**config.mk**
```make
export PLATFORM = sky130hd
export DESIGN_NAME = beacon_payload_chunk_framer
export DESIGN_NICKNAME = d
export VERILOG_FILES = /design/src/sv/bpcf_pkg.sv /design/src/sv/beacon_payload_chunk_framer.sv /design/src/sv/bpcf_front.sv /design/src/sv/bpcf_queue.sv /design/src/sv/bpcf_back.sv
export VERILOG_INCLUDE_DIRS = /design/src /design/src/sv
export SDC_FILE = /design/constraint.sdc
export NUM_CORES = 1
export LEC_CHECK = 0
export BUFFER_PORTS_ARGS = -buffer_cell sky130_fd_sc_hd__buf_2
export CAP_MARGIN = 5
export CORE_MARGIN = 5
export CORE_UTILIZATION = 45
export CTS_BUF_LIST = sky130_fd_sc_hd__clkbuf_4 sky130_fd_sc_hd__clkbuf_8
export DETAILED_ROUTE_END_ITERATION = 7
export GPL_TIMING_DRIVEN = 0
export HOLD_SLACK_MARGIN = 0.02
export PLACE_DENSITY_LB_ADDON = 0.1
export SLEW_MARGIN = 10
export SYNTH_ARGS = -nofsm -noshare
export SYNTH_HDL_FRONTEND = slang
export SYNTH_SLANG_ARGS = --single-unit
export TNS_END_PERCENT = 30
```
**constraint.sdc**
```tcl
create_clock -name clk -period 20.3 [get_ports clk]
set_clock_uncertainty 0.05 [all_clocks]
set_input_delay 1.015 -clock clk [delete_from_list [all_inputs] [get_ports clk]]
set_output_delay 1.015 -clock clk [all_outputs]
set_load 0.005 [all_outputs]
```
**src/sv/beacon_payload_chunk_framer_assert.svh**
```systemverilog
// Assertion macros shared by the framer's top level.
`ifndef BEACON_PAYLOAD_CHUNK_FRAMER_ASSERT_SVH
`define BEACON_PAYLOAD_CHUNK_FRAMER_ASSERT_SVH

// Check a condition at every clock edge out of reset
`define BPCF_ASSERT_ALWAYS(lbl, cond, msg) \
  lbl: assert property (@(posedge clk) disable iff (rst) (cond)) else $error(msg);

// Check that an antecedent implies a consequent in the same cycle
`define BPCF_ASSERT_IMPLY(lbl, ante, cons, msg) \
  lbl: assert property (@(posedge clk) disable iff (rst) (ante) |-> (cons)) else $error(msg);

`endif

```
**src/sv/bpcf_pkg.sv**
```systemverilog
// Shared types, constants and the beacon header table of the chunk framer.
package bpcf_pkg;

  localparam int HDR_BYTES = 36;
  localparam int PH_W      = 6;

  // Configuration register indexes
  localparam logic [1:0] CFG_MAX_CHUNK = 2'd0;
  localparam logic [1:0] CFG_REPL_CHAR = 2'd1;
  localparam logic [1:0] CFG_CHUNK_TAG = 2'd2;

  // Printable ASCII bounds
  localparam logic [7:0] PRINT_LO = 8'd32;
  localparam logic [7:0] PRINT_HI = 8'd126;

  typedef struct packed {
    logic [7:0] max_chunk;
    logic [7:0] repl_char;
    logic [7:0] chunk_tag;
  } cfg_t;

  // One classified payload word for the emitter
  typedef struct packed {
    logic       hdr;        // emit the beacon header first
    logic       open;       // emit tag and chunk length first
    logic [7:0] clen;
    logic [7:0] tag;
    logic [7:0] data;       // payload byte after replacement
    logic       last;       // final payload byte of the message
  } cmd_t;

  function automatic logic [7:0] hdr_byte(input logic [PH_W-1:0] idx);
    logic [7:0] b;
    case (idx)
      6'd0:  b = 8'h80;
      6'd4,  6'd5,  6'd6,  6'd7,  6'd8,  6'd9: b = 8'hff;
      6'd10, 6'd14, 6'd16, 6'd20: b = 8'hde;
      6'd11, 6'd15, 6'd17, 6'd21: b = 8'had;
      6'd12, 6'd18: b = 8'hbe;
      6'd13, 6'd19: b = 8'hef;
      6'd32: b = 8'h64;
      6'd34: b = 8'h11;
      6'd35: b = 8'h04;
      default: b = 8'h00;
    endcase
    return b;
  endfunction

endpackage

```
**src/sv/beacon_payload_chunk_framer.sv**
```systemverilog
// Top level of the beacon payload chunk framer: config registers, front, queue, back.
//
//   channel   dir  fields (lowest bit up)
//   s_axis    in   tdata: payload_byte[7:0], message_length[18:8], zero pad [23:19]
//   m_axis    out  tdata: frame_byte[7:0]; tuser: run_last; tlast: frame_end
//   cfg       in   cfg_we, cfg_index (0 max_chunk, 1 replacement_char, 2 chunk_tag),
//                  cfg_data
//
// One frame byte leaves per cycle through the output register while m_tready is high
// and commands are queued. A payload word yields its payload byte, plus tag and chunk
// length bytes when it opens a chunk, plus 36 header bytes when it opens a message
// (up to 39 bytes); the single byte-wide output port sets the rate. Input words are
// taken every cycle while the command queue has room. Synchronous reset empties the
// queue and output register and restores max_chunk 255, replacement_char 63, chunk_tag 222.
module beacon_payload_chunk_framer #(
  parameter int QUEUE_DEPTH = 4
) (
  input  logic        clk,
  input  logic        rst,
  input  logic        s_tvalid,
  output logic        s_tready,
  input  logic [23:0] s_tdata,   // payload_byte[7:0], message_length[18:8]
  output logic        m_tvalid,
  input  logic        m_tready,
  output logic [7:0]  m_tdata,   // frame_byte[7:0]
  output logic        m_tuser,   // run_last
  output logic        m_tlast,   // frame_end
  input  logic        cfg_we,
  input  logic [1:0]  cfg_index,
  input  logic [7:0]  cfg_data
);

  bpcf_pkg::cfg_t cfg;
  bpcf_pkg::cmd_t push_cmd;
  bpcf_pkg::cmd_t head;
  logic           push;
  logic           pop;
  logic           q_full;
  logic           head_valid;

  // Configuration registers
  always_ff @(posedge clk) begin
    if (rst) begin
      cfg.max_chunk <= 8'd255;
      cfg.repl_char <= 8'd63;
      cfg.chunk_tag <= 8'd222;
    end else if (cfg_we) begin
      case (cfg_index)
        bpcf_pkg::CFG_MAX_CHUNK: cfg.max_chunk <= cfg_data;
        bpcf_pkg::CFG_REPL_CHAR: cfg.repl_char <= cfg_data;
        bpcf_pkg::CFG_CHUNK_TAG: cfg.chunk_tag <= cfg_data;
        default: ;
      endcase
    end
  end

  bpcf_front u_front (
    .clk       (clk),
    .rst       (rst),
    .cfg       (cfg),
    .in_valid  (s_tvalid),
    .in_byte   (s_tdata[7:0]),
    .in_length (s_tdata[18:8]),
    .q_full    (q_full),
    .in_ready  (s_tready),
    .push      (push),
    .cmd       (push_cmd)
  );

  bpcf_queue #(
    .DEPTH (QUEUE_DEPTH)
  ) u_queue (
    .clk        (clk),
    .rst        (rst),
    .push       (push),
    .push_cmd   (push_cmd),
    .pop        (pop),
    .full       (q_full),
    .head_valid (head_valid),
    .head       (head)
  );

  bpcf_back u_back (
    .clk           (clk),
    .rst           (rst),
    .head_valid    (head_valid),
    .head          (head),
    .pop           (pop),
    .out_valid     (m_tvalid),
    .out_ready     (m_tready),
    .out_byte      (m_tdata),
    .out_run_last  (m_tuser),
    .out_frame_end (m_tlast)
  );

  `include "beacon_payload_chunk_framer_assert.svh"

  // Frame end only falls on the payload byte that closes a word's run
  `BPCF_ASSERT_IMPLY(a_end_is_run_last, m_tvalid && m_tlast, m_tuser, "frame end without run last")

  // Queue comes out of reset empty, so input is taken right away
  `BPCF_ASSERT_IMPLY(a_ready_after_reset, $past(rst), s_tready && !m_tvalid, "not idle after reset")

  // A full queue never reports an empty head
  `BPCF_ASSERT_ALWAYS(a_full_has_head, !q_full || head_valid, "full queue without head")

endmodule

```
**src/sv/bpcf_front.sv**
```systemverilog
// Front end: tracks message and chunk position and classifies each payload word.
module bpcf_front (
  input  logic                clk,
  input  logic                rst,
  input  bpcf_pkg::cfg_t      cfg,
  input  logic                in_valid,
  input  logic [7:0]          in_byte,
  input  logic [10:0]         in_length,
  input  logic                q_full,
  output logic                in_ready,
  output logic                push,
  output bpcf_pkg::cmd_t      cmd
);

  logic [10:0] bytes_done, bytes_done_next;
  logic [10:0] held_length, held_length_next;
  logic [7:0]  chunk_fill, chunk_fill_next;

  logic        start;
  logic [10:0] len_eff;
  logic [10:0] done_base;
  logic [7:0]  fill_base;
  logic        open;
  logic [7:0]  cs;
  logic [10:0] left;
  logic [7:0]  clen;
  logic [7:0]  fill_after;
  logic [10:0] done_after;
  logic        last;
  logic        printable;

  assign in_ready = !q_full;
  assign push     = in_valid && !q_full;

  // Classify the incoming word against the running message state
  always_comb begin
    start      = (bytes_done == 11'd0) || (bytes_done >= held_length);
    len_eff    = start ? ((in_length == 11'd0) ? 11'd1 : in_length) : held_length;
    done_base  = start ? 11'd0 : bytes_done;
    fill_base  = start ? 8'd0 : chunk_fill;
    open       = (fill_base == 8'd0);
    cs         = (cfg.max_chunk == 8'd0) ? 8'd1 : cfg.max_chunk;
    left       = len_eff - done_base;
    clen       = (left < {3'b000, cs}) ? left[7:0] : cs;
    fill_after = (open ? clen : fill_base) - 8'd1;
    done_after = done_base + 11'd1;
    last       = (done_after >= len_eff);
    printable  = (in_byte >= bpcf_pkg::PRINT_LO) && (in_byte <= bpcf_pkg::PRINT_HI);

    bytes_done_next  = last ? 11'd0 : done_after;
    chunk_fill_next  = last ? 8'd0 : fill_after;
    held_length_next = len_eff;

    cmd.hdr  = start;
    cmd.open = open;
    cmd.clen = clen;
    cmd.tag  = cfg.chunk_tag;
    cmd.data = printable ? in_byte : cfg.repl_char;
    cmd.last = last;
  end

  // Advance message state on each accepted word
  always_ff @(posedge clk) begin
    if (rst) begin
      bytes_done  <= 11'd0;
      held_length <= 11'd0;
      chunk_fill  <= 8'd0;
    end else if (push) begin
      bytes_done  <= bytes_done_next;
      held_length <= held_length_next;
      chunk_fill  <= chunk_fill_next;
    end
  end

endmodule

```
**src/sv/bpcf_queue.sv**
```systemverilog
// Short command queue between the classifier and the byte emitter.
module bpcf_queue #(
  parameter int DEPTH = 4
) (
  input  logic            clk,
  input  logic            rst,
  input  logic            push,
  input  bpcf_pkg::cmd_t  push_cmd,
  input  logic            pop,
  output logic            full,
  output logic            head_valid,
  output bpcf_pkg::cmd_t  head
);

  localparam int AW = (DEPTH > 1) ? $clog2(DEPTH) : 1;
  localparam int CW = $clog2(DEPTH + 1);

  bpcf_pkg::cmd_t mem [DEPTH];
  logic [AW-1:0]  wr_ptr;
  logic [AW-1:0]  rd_ptr;
  logic [CW-1:0]  count;
  logic           do_pop;

  assign full       = (count == CW'(DEPTH));
  assign head_valid = (count != '0);
  assign head       = mem[rd_ptr];
  assign do_pop     = pop && head_valid;

  // Store pushed words
  always_ff @(posedge clk) begin
    if (push && !full) begin
      mem[wr_ptr] <= push_cmd;
    end
  end

  // Move pointers and occupancy
  always_ff @(posedge clk) begin
    if (rst) begin
      wr_ptr <= '0;
      rd_ptr <= '0;
      count  <= '0;
    end else begin
      if (push && !full) begin
        wr_ptr <= (wr_ptr == AW'(DEPTH - 1)) ? '0 : wr_ptr + 1'b1;
      end
      if (do_pop) begin
        rd_ptr <= (rd_ptr == AW'(DEPTH - 1)) ? '0 : rd_ptr + 1'b1;
      end
      case ({push && !full, do_pop})
        2'b10:   count <= count + 1'b1;
        2'b01:   count <= count - 1'b1;
        default: count <= count;
      endcase
    end
  end

endmodule

```
**src/sv/bpcf_back.sv**
```systemverilog
// Back end: expands each command into its payload byte, led by header, tag and length bytes as flagged.
module bpcf_back (
  input  logic            clk,
  input  logic            rst,
  input  logic            head_valid,
  input  bpcf_pkg::cmd_t  head,
  output logic            pop,
  output logic            out_valid,
  input  logic            out_ready,
  output logic [7:0]      out_byte,
  output logic            out_run_last,
  output logic            out_frame_end
);

  localparam int PW = bpcf_pkg::PH_W;
  localparam logic [PW-1:0] PH_HDR_END = PW'(bpcf_pkg::HDR_BYTES - 1);
  localparam logic [PW-1:0] PH_TAG     = PW'(bpcf_pkg::HDR_BYTES);
  localparam logic [PW-1:0] PH_LEN     = PW'(bpcf_pkg::HDR_BYTES + 1);
  localparam logic [PW-1:0] PH_DATA    = PW'(bpcf_pkg::HDR_BYTES + 2);

  bpcf_pkg::cmd_t cur;
  logic           cur_valid;
  logic [PW-1:0]  phase, phase_next;
  logic           slot_free;
  logic           emit;
  logic           at_data;
  logic           load;
  logic [7:0]     byte_sel;

  assign slot_free = !out_valid || out_ready;
  assign emit      = cur_valid && slot_free;
  assign at_data   = (phase == PH_DATA);
  assign load      = !cur_valid || (emit && at_data);
  assign pop       = load && head_valid;

  // Pick the byte for the current phase
  always_comb begin
    if (phase < PH_TAG) begin
      byte_sel = bpcf_pkg::hdr_byte(phase);
    end else if (phase == PH_TAG) begin
      byte_sel = cur.tag;
    end else if (phase == PH_LEN) begin
      byte_sel = cur.clen;
    end else begin
      byte_sel = cur.data;
    end

    if (phase == PH_HDR_END) begin
      phase_next = cur.open ? PH_TAG : PH_DATA;
    end else begin
      phase_next = phase + 1'b1;
    end
  end

  // Hold the current command and step through its phases
  always_ff @(posedge clk) begin
    if (rst) begin
      cur_valid <= 1'b0;
      phase     <= '0;
    end else if (load) begin
      cur_valid <= head_valid;
      if (head.hdr) begin
        phase <= '0;
      end else begin
        phase <= head.open ? PH_TAG : PH_DATA;
      end
    end else if (emit) begin
      phase <= phase_next;
    end
  end

  always_ff @(posedge clk) begin
    if (load) begin
      cur <= head;
    end
  end

  // Output register: drop on take, fill on emit
  always_ff @(posedge clk) begin
    if (rst) begin
      out_valid <= 1'b0;
    end else if (slot_free) begin
      out_valid <= emit;
    end
  end

  always_ff @(posedge clk) begin
    if (emit) begin
      out_byte      <= byte_sel;
      out_run_last  <= at_data;
      out_frame_end <= at_data && cur.last;
    end
  end

endmodule
```
==> impl_results.md, run 1 <==
- Residual DRC: 0
- Synth top area share: 40.1%
- Clock transition at path regs: roughly 0.060 ns
- Post-CTS setup buffer count: 0
- Nets: 1128
- Layout cells sized above 1: around 16%
- Crit path kind: flip-flop to flip-flop
- Total global-route track usage: 18.5%
- Area of the mapped netlist: 10800 sq um
- Final WL: 24300 microns
- CP endpoint kind: flip-flop
- Critical Path Most Common Cell: ha_1
- Clk buf depth: 3
- Register Area: a little under 6000 sq um
- FMAX: 0.121 GHz
- Worst slew pin tran: 0.988 ns
- Initial detailed-routing violation count: 524
- Die Height: 165 microns
- Clock sink count: 223
- Ys Warns: 0
- Yosys reg bits: roughly 220
- Total grt overflow: 0
- CP max-delay cell: clkbuf_1
- Ys async rst share: 0%
- Die Width: 165 microns
- Slew Limit Fails: 0
- CP bufs+invs: 5
- Synth cell types: 73
- Commonest cells in the netlist: edfxtp_1 (144), nand2_1 (101), nor2_1 (81)
- RSZ-0062 raised after global routing: no
- Vias in the first global route: 7407
- Total of max-cap violations: 0
- Main synth FF type: edfxtp_1
- Number of CTS-inserted buffers: 39
- Syn Nets: roughly 1000
- CP Launch Type: flip-flop
- Root Buffer Master: clkbuf_8
- Average routed wire per standard cell: 17.6 microns
- First-pass detailed-route iteration total: 5
- Layout area overhead: 13.3%
- CP max stage delay: 0.54 ns
- Status: finished clean
- Critical Path AT: 8.63 ns
- Cells after Synth: about 950
- # rows: 56
- TritonCTS clock tree: built
- Final Cycle Share: between 40% and 50%
- Post-DP HPWL: 17500 microns
- Core ar.: 23500 sq um
- First-pass GRT wire length: 39200 microns
- Hold Vio Cnt, Final: 0
- Count leader, synth: edfxtp_1
- Via Count: 7450
- Largest cells by area after synthesis: edfxtp_1 (40%), dfxtp_1 (15%), ha_1 (6.3%)
- Hold slack: 0.428 ns
- Seq/Total Area, Yosys: a little over half
- Worst min-delay path class: flip-flop to flip-flop
- Final GP Congestion: ~0.85
- Port bufs: 45
- PwrDens: between 100 and 150 nW/um^2
- Final setup violating endpoints: 0
- Multi-input logic area: between 4000 and 5000 sq um
- Fillers: 2188
- CTS resizes: 0
- Synth area leader: edfxtp_1
- CP required: 20.66 ns
- Worst VDD drop: about 59 uV
- Tmin final: 8.27 ns
- Delay-heaviest family, CP: compound AO/OA/AOI/OAI gates
- Setup TNS: 0 ns
- Starting Density: 45.9%
- Final antenna diode count: 0
- Initial antenna violation count: 0
- Worst-path maximum fanout: 10
- CTS H-Tree Depth: 2
- Slew Limit Headroom: approximately a third
- Hold buffers post-CTS: 0
- Top Ports: 51
- Post-synth EDFFs: 144
- Die area: 27200 sq um
- Leakage power: 4.63 nW
- DR vias/cell: between 5 and 6
- Clock latency on the worst-skew pair: approximately 0.53 ns
- Syn Area/Cell: 11.4 sq um
- DRT antenna net count: 0
- Largest net degree at the start of global routing: 28
[metal layers]
| metal | part of all wire [%] | track usage (%) |
|---|---|---|
| met1 | 47 | 25.8 |
| met2 | 47 | 29.8 |
| met3 | 4.2 | 3.29 |
| met4 | 2.1 | 4.88 |
| met5 | 0 | 0 |
[through the flow]
step	worst slack [ns]	total power [mW]	cell area (sq um)	util, %	cells
final	12.03	1.64	12200	52.0	1382
after global routing	11.31	1.75	12200	52.0	1382
after CTS	12.13	1.65	12200	52.0	1382
after detailed placement	12.18	1.22	11400	48.5	1311
after global placement	12.21	1.22	11400	48.5	1311
after floorplan	13.61	1.07	10800	-	947
[logic make-up (layout without fill, tap and decap cells)]
group,Yosys count,in the layout,synth area share [%]
buffers and inverters,97,213,3.66
xor gates and xnor gates,22,22,1.78
adders and majority gates,57,57,6.72
and+or+nand+nor,302,302,13.4
AOI/OAI and AO/OA,203,203,12.4
DFF,223,223,54.7
muxes,43,43,7.34
[final timing paths]
kind,slack (ns),start,endpoint,cells after the start
hold / removal,0.43,u_front.held_length[0],u_front.held_length[0],2
hold reg to reg,0.43,u_front.held_length[0],u_front.held_length[0],2
setup / recovery,12.03,u_front.bytes_done[6],u_front.chunk_fill[6],33
setup reg to reg,12.03,u_front.bytes_done[6],u_front.chunk_fill[6],33
[cell usage in the layout, fill, tap and decap left out, drive strengths merged, types with 6 or more instances in the layout]
cell    netlist  layout
inv          56      57
a31oi         8       8
o21ai        33      33
nor2b        11      11
nor4          7       7
a22oi        10      10
nand2b        7       7
and3          8       8
nand3b       15      15
edfxtp      144     144
mux2         10      10
a211o        10      10
xor2         10      10
nand3        28      28
buf          17      62
xnor2        12      12
o21a          7       7
and2          7       7
a21oi        73      73
mux2i         6       6
a21o          7       7
a211oi       18      18
clkbuf       23      81
nor2         81      81
nor3         12      12
dfxtp        79      79
clkinv        1      10
mux4         27      27
ha           54      54
nand2       101     101
[where the power goes]
| part | switching (mW) | total [mW] | internal (mW) | leakage (nW) |
|---|---|---|---|---|
| sequential | 0.0374 | 0.644 | 0.607 | 1.94 |
| combinational | 0.340 | 0.569 | 0.229 | 2.25 |
| clock | 0.179 | 0.424 | 0.245 | 0.431 |
| total | 0.557 | 1.64 | 1.08 | 4.63 |
[flip-flops by register name, summed over array words and instances, names as in the netlist, named ones only]
signal / cells
cfg: 24
u_back.cur: 26
u_back.cur_valid: 1
u_back.out_byte: 8
u_back.out_frame_end: 1
u_back.out_run_last: 1
u_back.out_valid: 1
u_back.phase: 6
u_front.bytes_done: 11
u_front.chunk_fill: 8
u_front.held_length: 11
u_queue.count: 3
u_queue.mem: 108
u_queue.rd_ptr: 2
u_queue.wr_ptr: 2
[worst register-to-register path, delay by kind of cell, from the launching register on]
kind                       cells  cell delay, ns
AOI/OAI and AO/OA             17            3.56
buffers and inverters          5            1.39
adders and majority gates      4            1.13
and+or+nand+nor                4            0.74
DFF                            1            0.52
muxes                          1            0.50
xor gates and xnor gates       2            0.27
[layout make-up]
class / instances / share of cell area (%)
inverter: 57 / 1.75
buffer: 40 / 1.48
multi-input combinational: 627 / 36.8
sequential: 223 / 48.3
clock buffer: 58 / 5.66
tap: 319 / 3.26
timing repair buffer: 45 / 1.84
clock inverter: 13 / 0.961
Note: power is estimated with default switching activity, not from simulation.
==> run 2: changes to the inputs <==
==> constraint.sdc (replaced) <==
create_clock -name clk -period 6.8 [get_ports clk]
set_clock_uncertainty 0.05 [all_clocks]
set_input_delay 0.34 -clock clk [delete_from_list [all_inputs] [get_ports clk]]
set_output_delay 0.34 -clock clk [all_outputs]
set_load 0.005 [all_outputs]
==> impl_results.md, run 2 (synthesized netlist as in run 1, its figures left out) <==
- Status: finished clean (unchanged)
- First-pass detailed-route iteration total: 6 (was 5)
- CTS H-Tree Depth: 2 (unchanged)
- Total of max-cap violations: 0 (unchanged)
- Tmin final: 6.52 ns (was 8.27 ns)
- Final GP Congestion: 0.846 (unchanged)
- Initial antenna violation count: 0 (unchanged)
- Core ar.: 23500 sq um (unchanged)
- Total grt overflow: 0 (unchanged)
- DRT antenna net count: 0 (unchanged)
- Slew Limit Headroom: 34.7% (was 34.1%)
- CP max-delay cell: mux2i_4 (was clkbuf_1)
- Worst slew pin tran: 0.979 ns (was 0.988 ns)
- Fillers: 2148 (was 2188)
- Commonest non-fill, non-tap cell in the layout: edfxtp_1 (unchanged)
- Worst VDD drop: 178 uV (was 59.4 uV)
- Die area: 27200 sq um (unchanged)
- DR vias/cell: 5.38 (was 5.39)
- Clock transition at path regs: 0.06 ns (about the same)
- FMAX: 0.153 GHz (was 0.121 GHz)
- Total global-route track usage: 18.6% (was 18.5%)
- Worst min-delay path class: input pin to flip-flop (was flip-flop to flip-flop)
- Non-filler cells, final: 1409 (was 1382)
- Layout area overhead: 17.8% (was 13.3%)
- CP max stage delay: 0.34 ns (was 0.54 ns)
- Die Width: 165 microns (unchanged)
- Flop2flop setup slack: 0.28 ns (was 12.03 ns)
- Setup WS post-layout: 0.281 ns (was 12.03 ns)
- Final cell utilization of the core: 54.0% (was 52.0%)
- Average routed wire per standard cell: 17.6 microns (about the same)
- Critical Path AT: 6.88 ns (was 8.63 ns)
- Hold slack: 0.151 ns (was 0.428 ns)
- Clock latency on the worst-skew pair: 0.52 ns (was 0.53 ns)
- TritonCTS clock tree: built (unchanged)
- Die Height: 165 microns (unchanged)
- Number of CTS-inserted buffers: 39 (unchanged)
- Nets: 1155 (was 1128)
- Worst Hold End: u_queue.mem[0][5] (was u_front.held_length[0])
- Via Count: 7583 (was 7450)
- Leakage power: 4.81 nW (was 4.63 nW)
- RR Endpoint: u_front.chunk_fill[6] (unchanged)
- Top Registers: u_queue.mem x108, u_back.cur x26, cfg x24 (unchanged)
- Worst hold path depth: 2 (unchanged)
- Final antenna diode count: 0 (unchanged)
- Final setup violating endpoints: 0 (unchanged)
- # rows: 56 (unchanged)
- Final Power: 5.09 mW (was 1.64 mW)
- FF-to-FF path depth: 34 (was 33)
- Largest reg by FF count: u_queue.mem (unchanged)
- Residual DRC: 0 (unchanged)
- Dpl cell area: 11400 sq um (unchanged)
- Layout cells sized above 1: 22.0% (was 16.0%)
- Hold Vio Cnt, Final: 0 (unchanged)
- PwrDens: 400 nW/um^2 (was 134 nW/um^2)
- Largest net degree at the start of global routing: 28 (unchanged)
- Root Buffer Master: clkbuf_8 (unchanged)
- Post-DP HPWL: 17500 microns (unchanged)
- Initial detailed-routing violation count: 579 (was 524)
- Post-route cell area: 12700 sq um (was 12200 sq um)
- R2R Path Start: u_front.held_length[9] (was u_front.bytes_done[6])
- Cells after DPL: 1311 (unchanged)
- Top Ports: 51 (unchanged)
- CP required: 7.16 ns (was 20.66 ns)
- Final WL: 24800 microns (was 24300 microns)
- First-pass GRT wire length: 39600 microns (was 39200 microns)
- CP Launch Type: flip-flop (unchanged)
- Port bufs: 45 (unchanged)
- Clock sink count: 223 (unchanged)
- Crit path kind: flip-flop to flip-flop (unchanged)
- Worst-path maximum fanout: 13 (was 10)
- Final Cycle Share: 95.9% (was 40.7%)
- Slew Limit Fails: 0 (unchanged)
- HP Start: s_tdata[4] (was u_front.held_length[0])
- Starting Density: 45.9% (unchanged)
- Number of flip-flops in the largest register: 108 (unchanged)
- Clk buf depth: 3 (unchanged)
- Vias in the first global route: 7508 (was 7407)
- CP endpoint kind: flip-flop (unchanged)
- Placement Setup Slack: -1.32 ns (was 12.18 ns)
- Setup TNS: 0 ns (unchanged)
- Most frequent cells in the layout: edfxtp_1 (144), nand2_1 (101), nor2_1 (76), dfxtp_1 (72), a21oi_1 (60) (was edfxtp_1 (144), nand2_1 (101), nor2_1 (81), dfxtp_1 (79), a21oi_1 (72))
[run 2: routing by layer]
metal	vias up	routed length [microns]	global-route usage, %	share of wire [%]
met1	3664	11600	25.8	47
met5	-	0	0	0
met3	38	1060	3.17	4.3
li1	3723	-	-	-
met4	0	482	4.69	1.9
met2	158	11700	30.5	47
[run 2: what timing repair did]
action,4_1_cts,5_1_grt
hold buffers,9,0
endpoints found under the hold margin,24,0
buffers inserted,10,10
gates resized for setup,43,33
endpoints found under the setup margin,36,7
pin swaps,13,17
[run 2: worst max-delay path by stage]
stage | startpoint | to | slack (ns) | cells after the start
finish | u_front.held_length[9] | u_front.chunk_fill[6] | 0.28 | 34
global route | u_front.bytes_done[0] | u_front.chunk_fill[6] | -0.006 | 36
CTS | u_front.held_length[9] | u_front.chunk_fill[6] | 0.02 | 35
detailed placement | u_front.bytes_done[6] | u_front.chunk_fill[6] | -1.32 | 37
global placement | u_front.bytes_done[6] | u_front.chunk_fill[6] | -1.29 | 33
floorplan | u_front.bytes_done[6] | u_front.chunk_fill[6] | 0.11 | 33
[run 2: final cells by class]
| class | count | area (sq um) | area share [%] |
|---|---|---|---|
| flip-flops and latches | 223 | 5920 | 46.5 |
| multi-input cells | 627 | 4720 | 37.1 |
| clock buffers | 58 | 692 | 5.44 |
| repair buffers | 74 | 465 | 3.66 |
| well taps | 319 | 399 | 3.14 |
| inverters | 57 | 214 | 1.68 |
| plain buffers | 38 | 200 | 1.57 |
| clock inverters | 13 | 118 | 0.924 |
[run 2: where the power goes]
part	leakage [nW]	switching (mW)	internal (mW)
sequential	1.95	0.113	1.81
clock	0.431	0.533	0.731
combinational	2.43	1.09	0.814
[run 2: worst max-delay path, delay by kind of cell (launching register included)]
kind | cells | cell delay (ns)
AOI/OAI and AO/OA | 16 | 2.90
xor gates and xnor gates | 2 | 0.29
adders and majority gates | 4 | 1.10
buffers and inverters | 8 | 0.86
DFF | 1 | 0.32
muxes | 1 | 0.34
and+or+nand+nor | 3 | 0.54
==> run 3: changes to the inputs <==
--- a/config.mk
+++ b/config.mk
@@ -10,7 +10,7 @@
 export CAP_MARGIN = 5
 export CORE_MARGIN = 5
 export CORE_UTILIZATION = 45
-export CTS_BUF_LIST = sky130_fd_sc_hd__clkbuf_4 sky130_fd_sc_hd__clkbuf_8
+export CTS_BUF_LIST = sky130_fd_sc_hd__clkbuf_4 sky130_fd_sc_hd__clkbuf_8 sky130_fd_sc_hd__clkbuf_16
 export DETAILED_ROUTE_END_ITERATION = 7
 export GPL_TIMING_DRIVEN = 0
 export HOLD_SLACK_MARGIN = 0.02
==> impl_results.md, run 3 (synthesized netlist as in run 1, its figures left out) <==
- Status: finished clean (unchanged)
- CP endpoint kind: flip-flop (unchanged)
- Most frequent cells in the layout: edfxtp_1 (144), nand2_1 (101), nor2_1 (77), dfxtp_1 (72), a21oi_1 (61) (was edfxtp_1 (144), nand2_1 (101), nor2_1 (76), dfxtp_1 (72), a21oi_1 (60))
- Total of max-cap violations: 0 (unchanged)
- Dpl cell area: 11400 sq um (unchanged)
- Slew Limit Headroom: 34.5% (was 34.7%)
- Hold Vio Cnt, Final: 0 (unchanged)
- Leakage power: 4.81 nW (about the same)
- Clock transition at path regs: 0.06 ns (about the same)
- Initial detailed-routing violation count: 579 (unchanged)
- FF-to-FF path depth: 33 (was 34)
- Clock sink count: 223 (unchanged)
- Core ar.: 23500 sq um (unchanged)
- Top Ports: 51 (unchanged)
- Nets: 1134 (was 1155)
- Worst hold path depth: 2 (unchanged)
- Final setup violating endpoints: 0 (unchanged)
- Worst setup path start: u_front.held_length[9] (unchanged)
- First-pass GRT wire length: 39300 microns (was 39600 microns)
- CP bufs+invs: 6 (was 8)
- Vias in the first global route: 7369 (was 7508)
- Fillers: 2130 (was 2148)
- Initial antenna violation count: 0 (unchanged)
- Commonest non-fill, non-tap cell in the layout: edfxtp_1 (unchanged)
- Average routed wire per standard cell: 17.9 microns (was 17.6 microns)
- Final Cycle Share: 96.0% (was 95.9%)
- Non-filler cells, final: 1376 (was 1409)
- CP max-delay cell: a2111oi_4 (was mux2i_4)
- Die area: 27200 sq um (unchanged)
- Layout cells sized above 1: 20.3% (was 22.0%)
- Port bufs: 45 (unchanged)
- Post-route cell area: 12800 sq um (was 12700 sq um)
- Die Width: 165 microns (unchanged)
- Critical Path Most Common Cell: a21o_1
- Delay-heaviest family, CP: compound AO/OA/AOI/OAI gates (unchanged)
- Slew Limit Fails: 0 (unchanged)
- Final Power: 5.28 mW (was 5.09 mW)
- Clk buf depth: 3 (unchanged)
- # rows: 56 (unchanged)
- Number of CTS-inserted buffers: 24 (was 39)
- Root Buffer Master: clkbuf_16 (was clkbuf_8)
- Starting Density: 45.9% (unchanged)
- Largest reg by FF count: u_queue.mem (unchanged)
- Top Registers: u_queue.mem x108, u_back.cur x26, cfg x24 (unchanged)
- Largest net degree at the start of global routing: 28 (unchanged)
- Number of flip-flops in the largest register: 108 (unchanged)
- Total grt overflow: 0 (unchanged)
- Worst Hold End: cfg[16] (was u_queue.mem[0][5])
- Worst VDD drop: 180 uV (was 178 uV)
- DR vias/cell: 5.40 (was 5.38)
- Worst slew pin tran: 0.981 ns (was 0.979 ns)
- Final GP Congestion: 0.846 (unchanged)
- CP Launch Type: flip-flop (unchanged)
- PwrDens: 414 nW/um^2 (was 400 nW/um^2)
- Total global-route track usage: 18.3% (was 18.6%)
- CP required: 7.15 ns (was 7.16 ns)
- Cells after DPL: 1311 (unchanged)
- Tmin final: 6.53 ns (was 6.52 ns)
- Final antenna diode count: 0 (unchanged)
- Layout area overhead: 18.2% (was 17.8%)
- FMAX: 0.153 GHz (about the same)
- R2R Path Start: u_front.held_length[9] (unchanged)
- HP Start: cfg_data[0] (was s_tdata[4])
- Crit path kind: flip-flop to flip-flop (unchanged)
- Residual DRC: 0 (unchanged)
- Via Count: 7433 (was 7583)
- Critical Path AT: 6.88 ns (about the same)
- Flop2flop setup slack: 0.27 ns (was 0.28 ns)
- Worst min-delay path class: input pin to flip-flop (unchanged)
- CP max stage delay: 0.33 ns (was 0.34 ns)
- CTS H-Tree Depth: 1 (was 2)
- Final WL: 24700 microns (was 24800 microns)
- Die Height: 165 microns (unchanged)
- Clock latency on the worst-skew pair: 0.52 ns (about the same)
- RR Endpoint: u_front.chunk_fill[6] (unchanged)
- Post-DP HPWL: 17500 microns (unchanged)
- First-pass detailed-route iteration total: 5 (was 6)
- Worst-path maximum fanout: 10 (was 13)
- DRT antenna net count: 0 (unchanged)
- TritonCTS clock tree: built (unchanged)
## run 3: metrics by stage
stage | utilization [%] | worst slack, ns | hold WS [ns] | TNS (ns)
global route | 54.2 | -0.0448 | 0.0370 | -0.0683
floorplan | - | 0.112 | 0.382 | 0
finish | 54.2 | 0.273 | 0.0470 | 0
global placement | 48.5 | -1.29 | 0.415 | -9.27
CTS | 53.3 | 0.0171 | 0.0263 | 0
detailed placement | 48.5 | -1.32 | 0.425 | -9.20
## run 3: final cells by class
| type | count | area [sq um] | share of cell area, % |
|---|---|---|---|
| Sequential cell | 223 | 5920 | 46.4 |
| Multi-Input combinational cell | 627 | 4720 | 37.0 |
| Clock buffer | 31 | 701 | 5.49 |
| Timing Repair Buffer | 68 | 405 | 3.18 |
| Tap cell | 319 | 399 | 3.13 |
| Inverter | 57 | 214 | 1.68 |
| Buffer | 38 | 205 | 1.61 |
| Clock inverter | 13 | 200 | 1.57 |
## run 3: worst max-delay path by stage
stage                                 end  slack, ns  cells after the start
floorplan           u_front.chunk_fill[6]       0.11                     33
global placement    u_front.chunk_fill[6]      -1.29                     33
detailed placement  u_front.chunk_fill[6]      -1.32                     37
CTS                 u_front.chunk_fill[6]       0.02                     35
global route        u_front.chunk_fill[6]      -0.04                     33
finish              u_front.chunk_fill[6]       0.27                     33
## run 3: layer usage
metal  global-route usage (%)  routed length (microns)
met1                     26.0                    11500
met2                     30.5                    11700
met3                     2.55                     1130
met4                     3.44                      293
met5                        0                        0
## run 3: worst reg2reg max path, delay by kind of cell, from the launching register on
| kind | cells | cell delay (ns) |
|---|---|---|
| AOI/OAI and AO/OA | 17 | 3.29 |
| adders and majority gates | 4 | 1.03 |
| buffers and inverters | 6 | 0.63 |
| and+or+nand+nor | 3 | 0.54 |
| muxes | 1 | 0.33 |
| DFF | 1 | 0.32 |
| xor gates and xnor gates | 2 | 0.23 |
## run 3: repair_timing
item | CTS | global route
setup endpoints to repair | 36 | 7
setup buffers | 10 | 10
hold endpoints to repair | 3 | 0
gates resized for setup | 42 | 34
hold buffers | 3 | 0
pin swaps | 13 | 13
## run 3: power breakdown
group	leakage (nW)	internal (mW)	switching, mW	total, mW
Combinational	2.42	0.817	1.09	1.91
Clock	0.451	0.919	0.531	1.45
Sequential	1.95	1.81	0.113	1.92
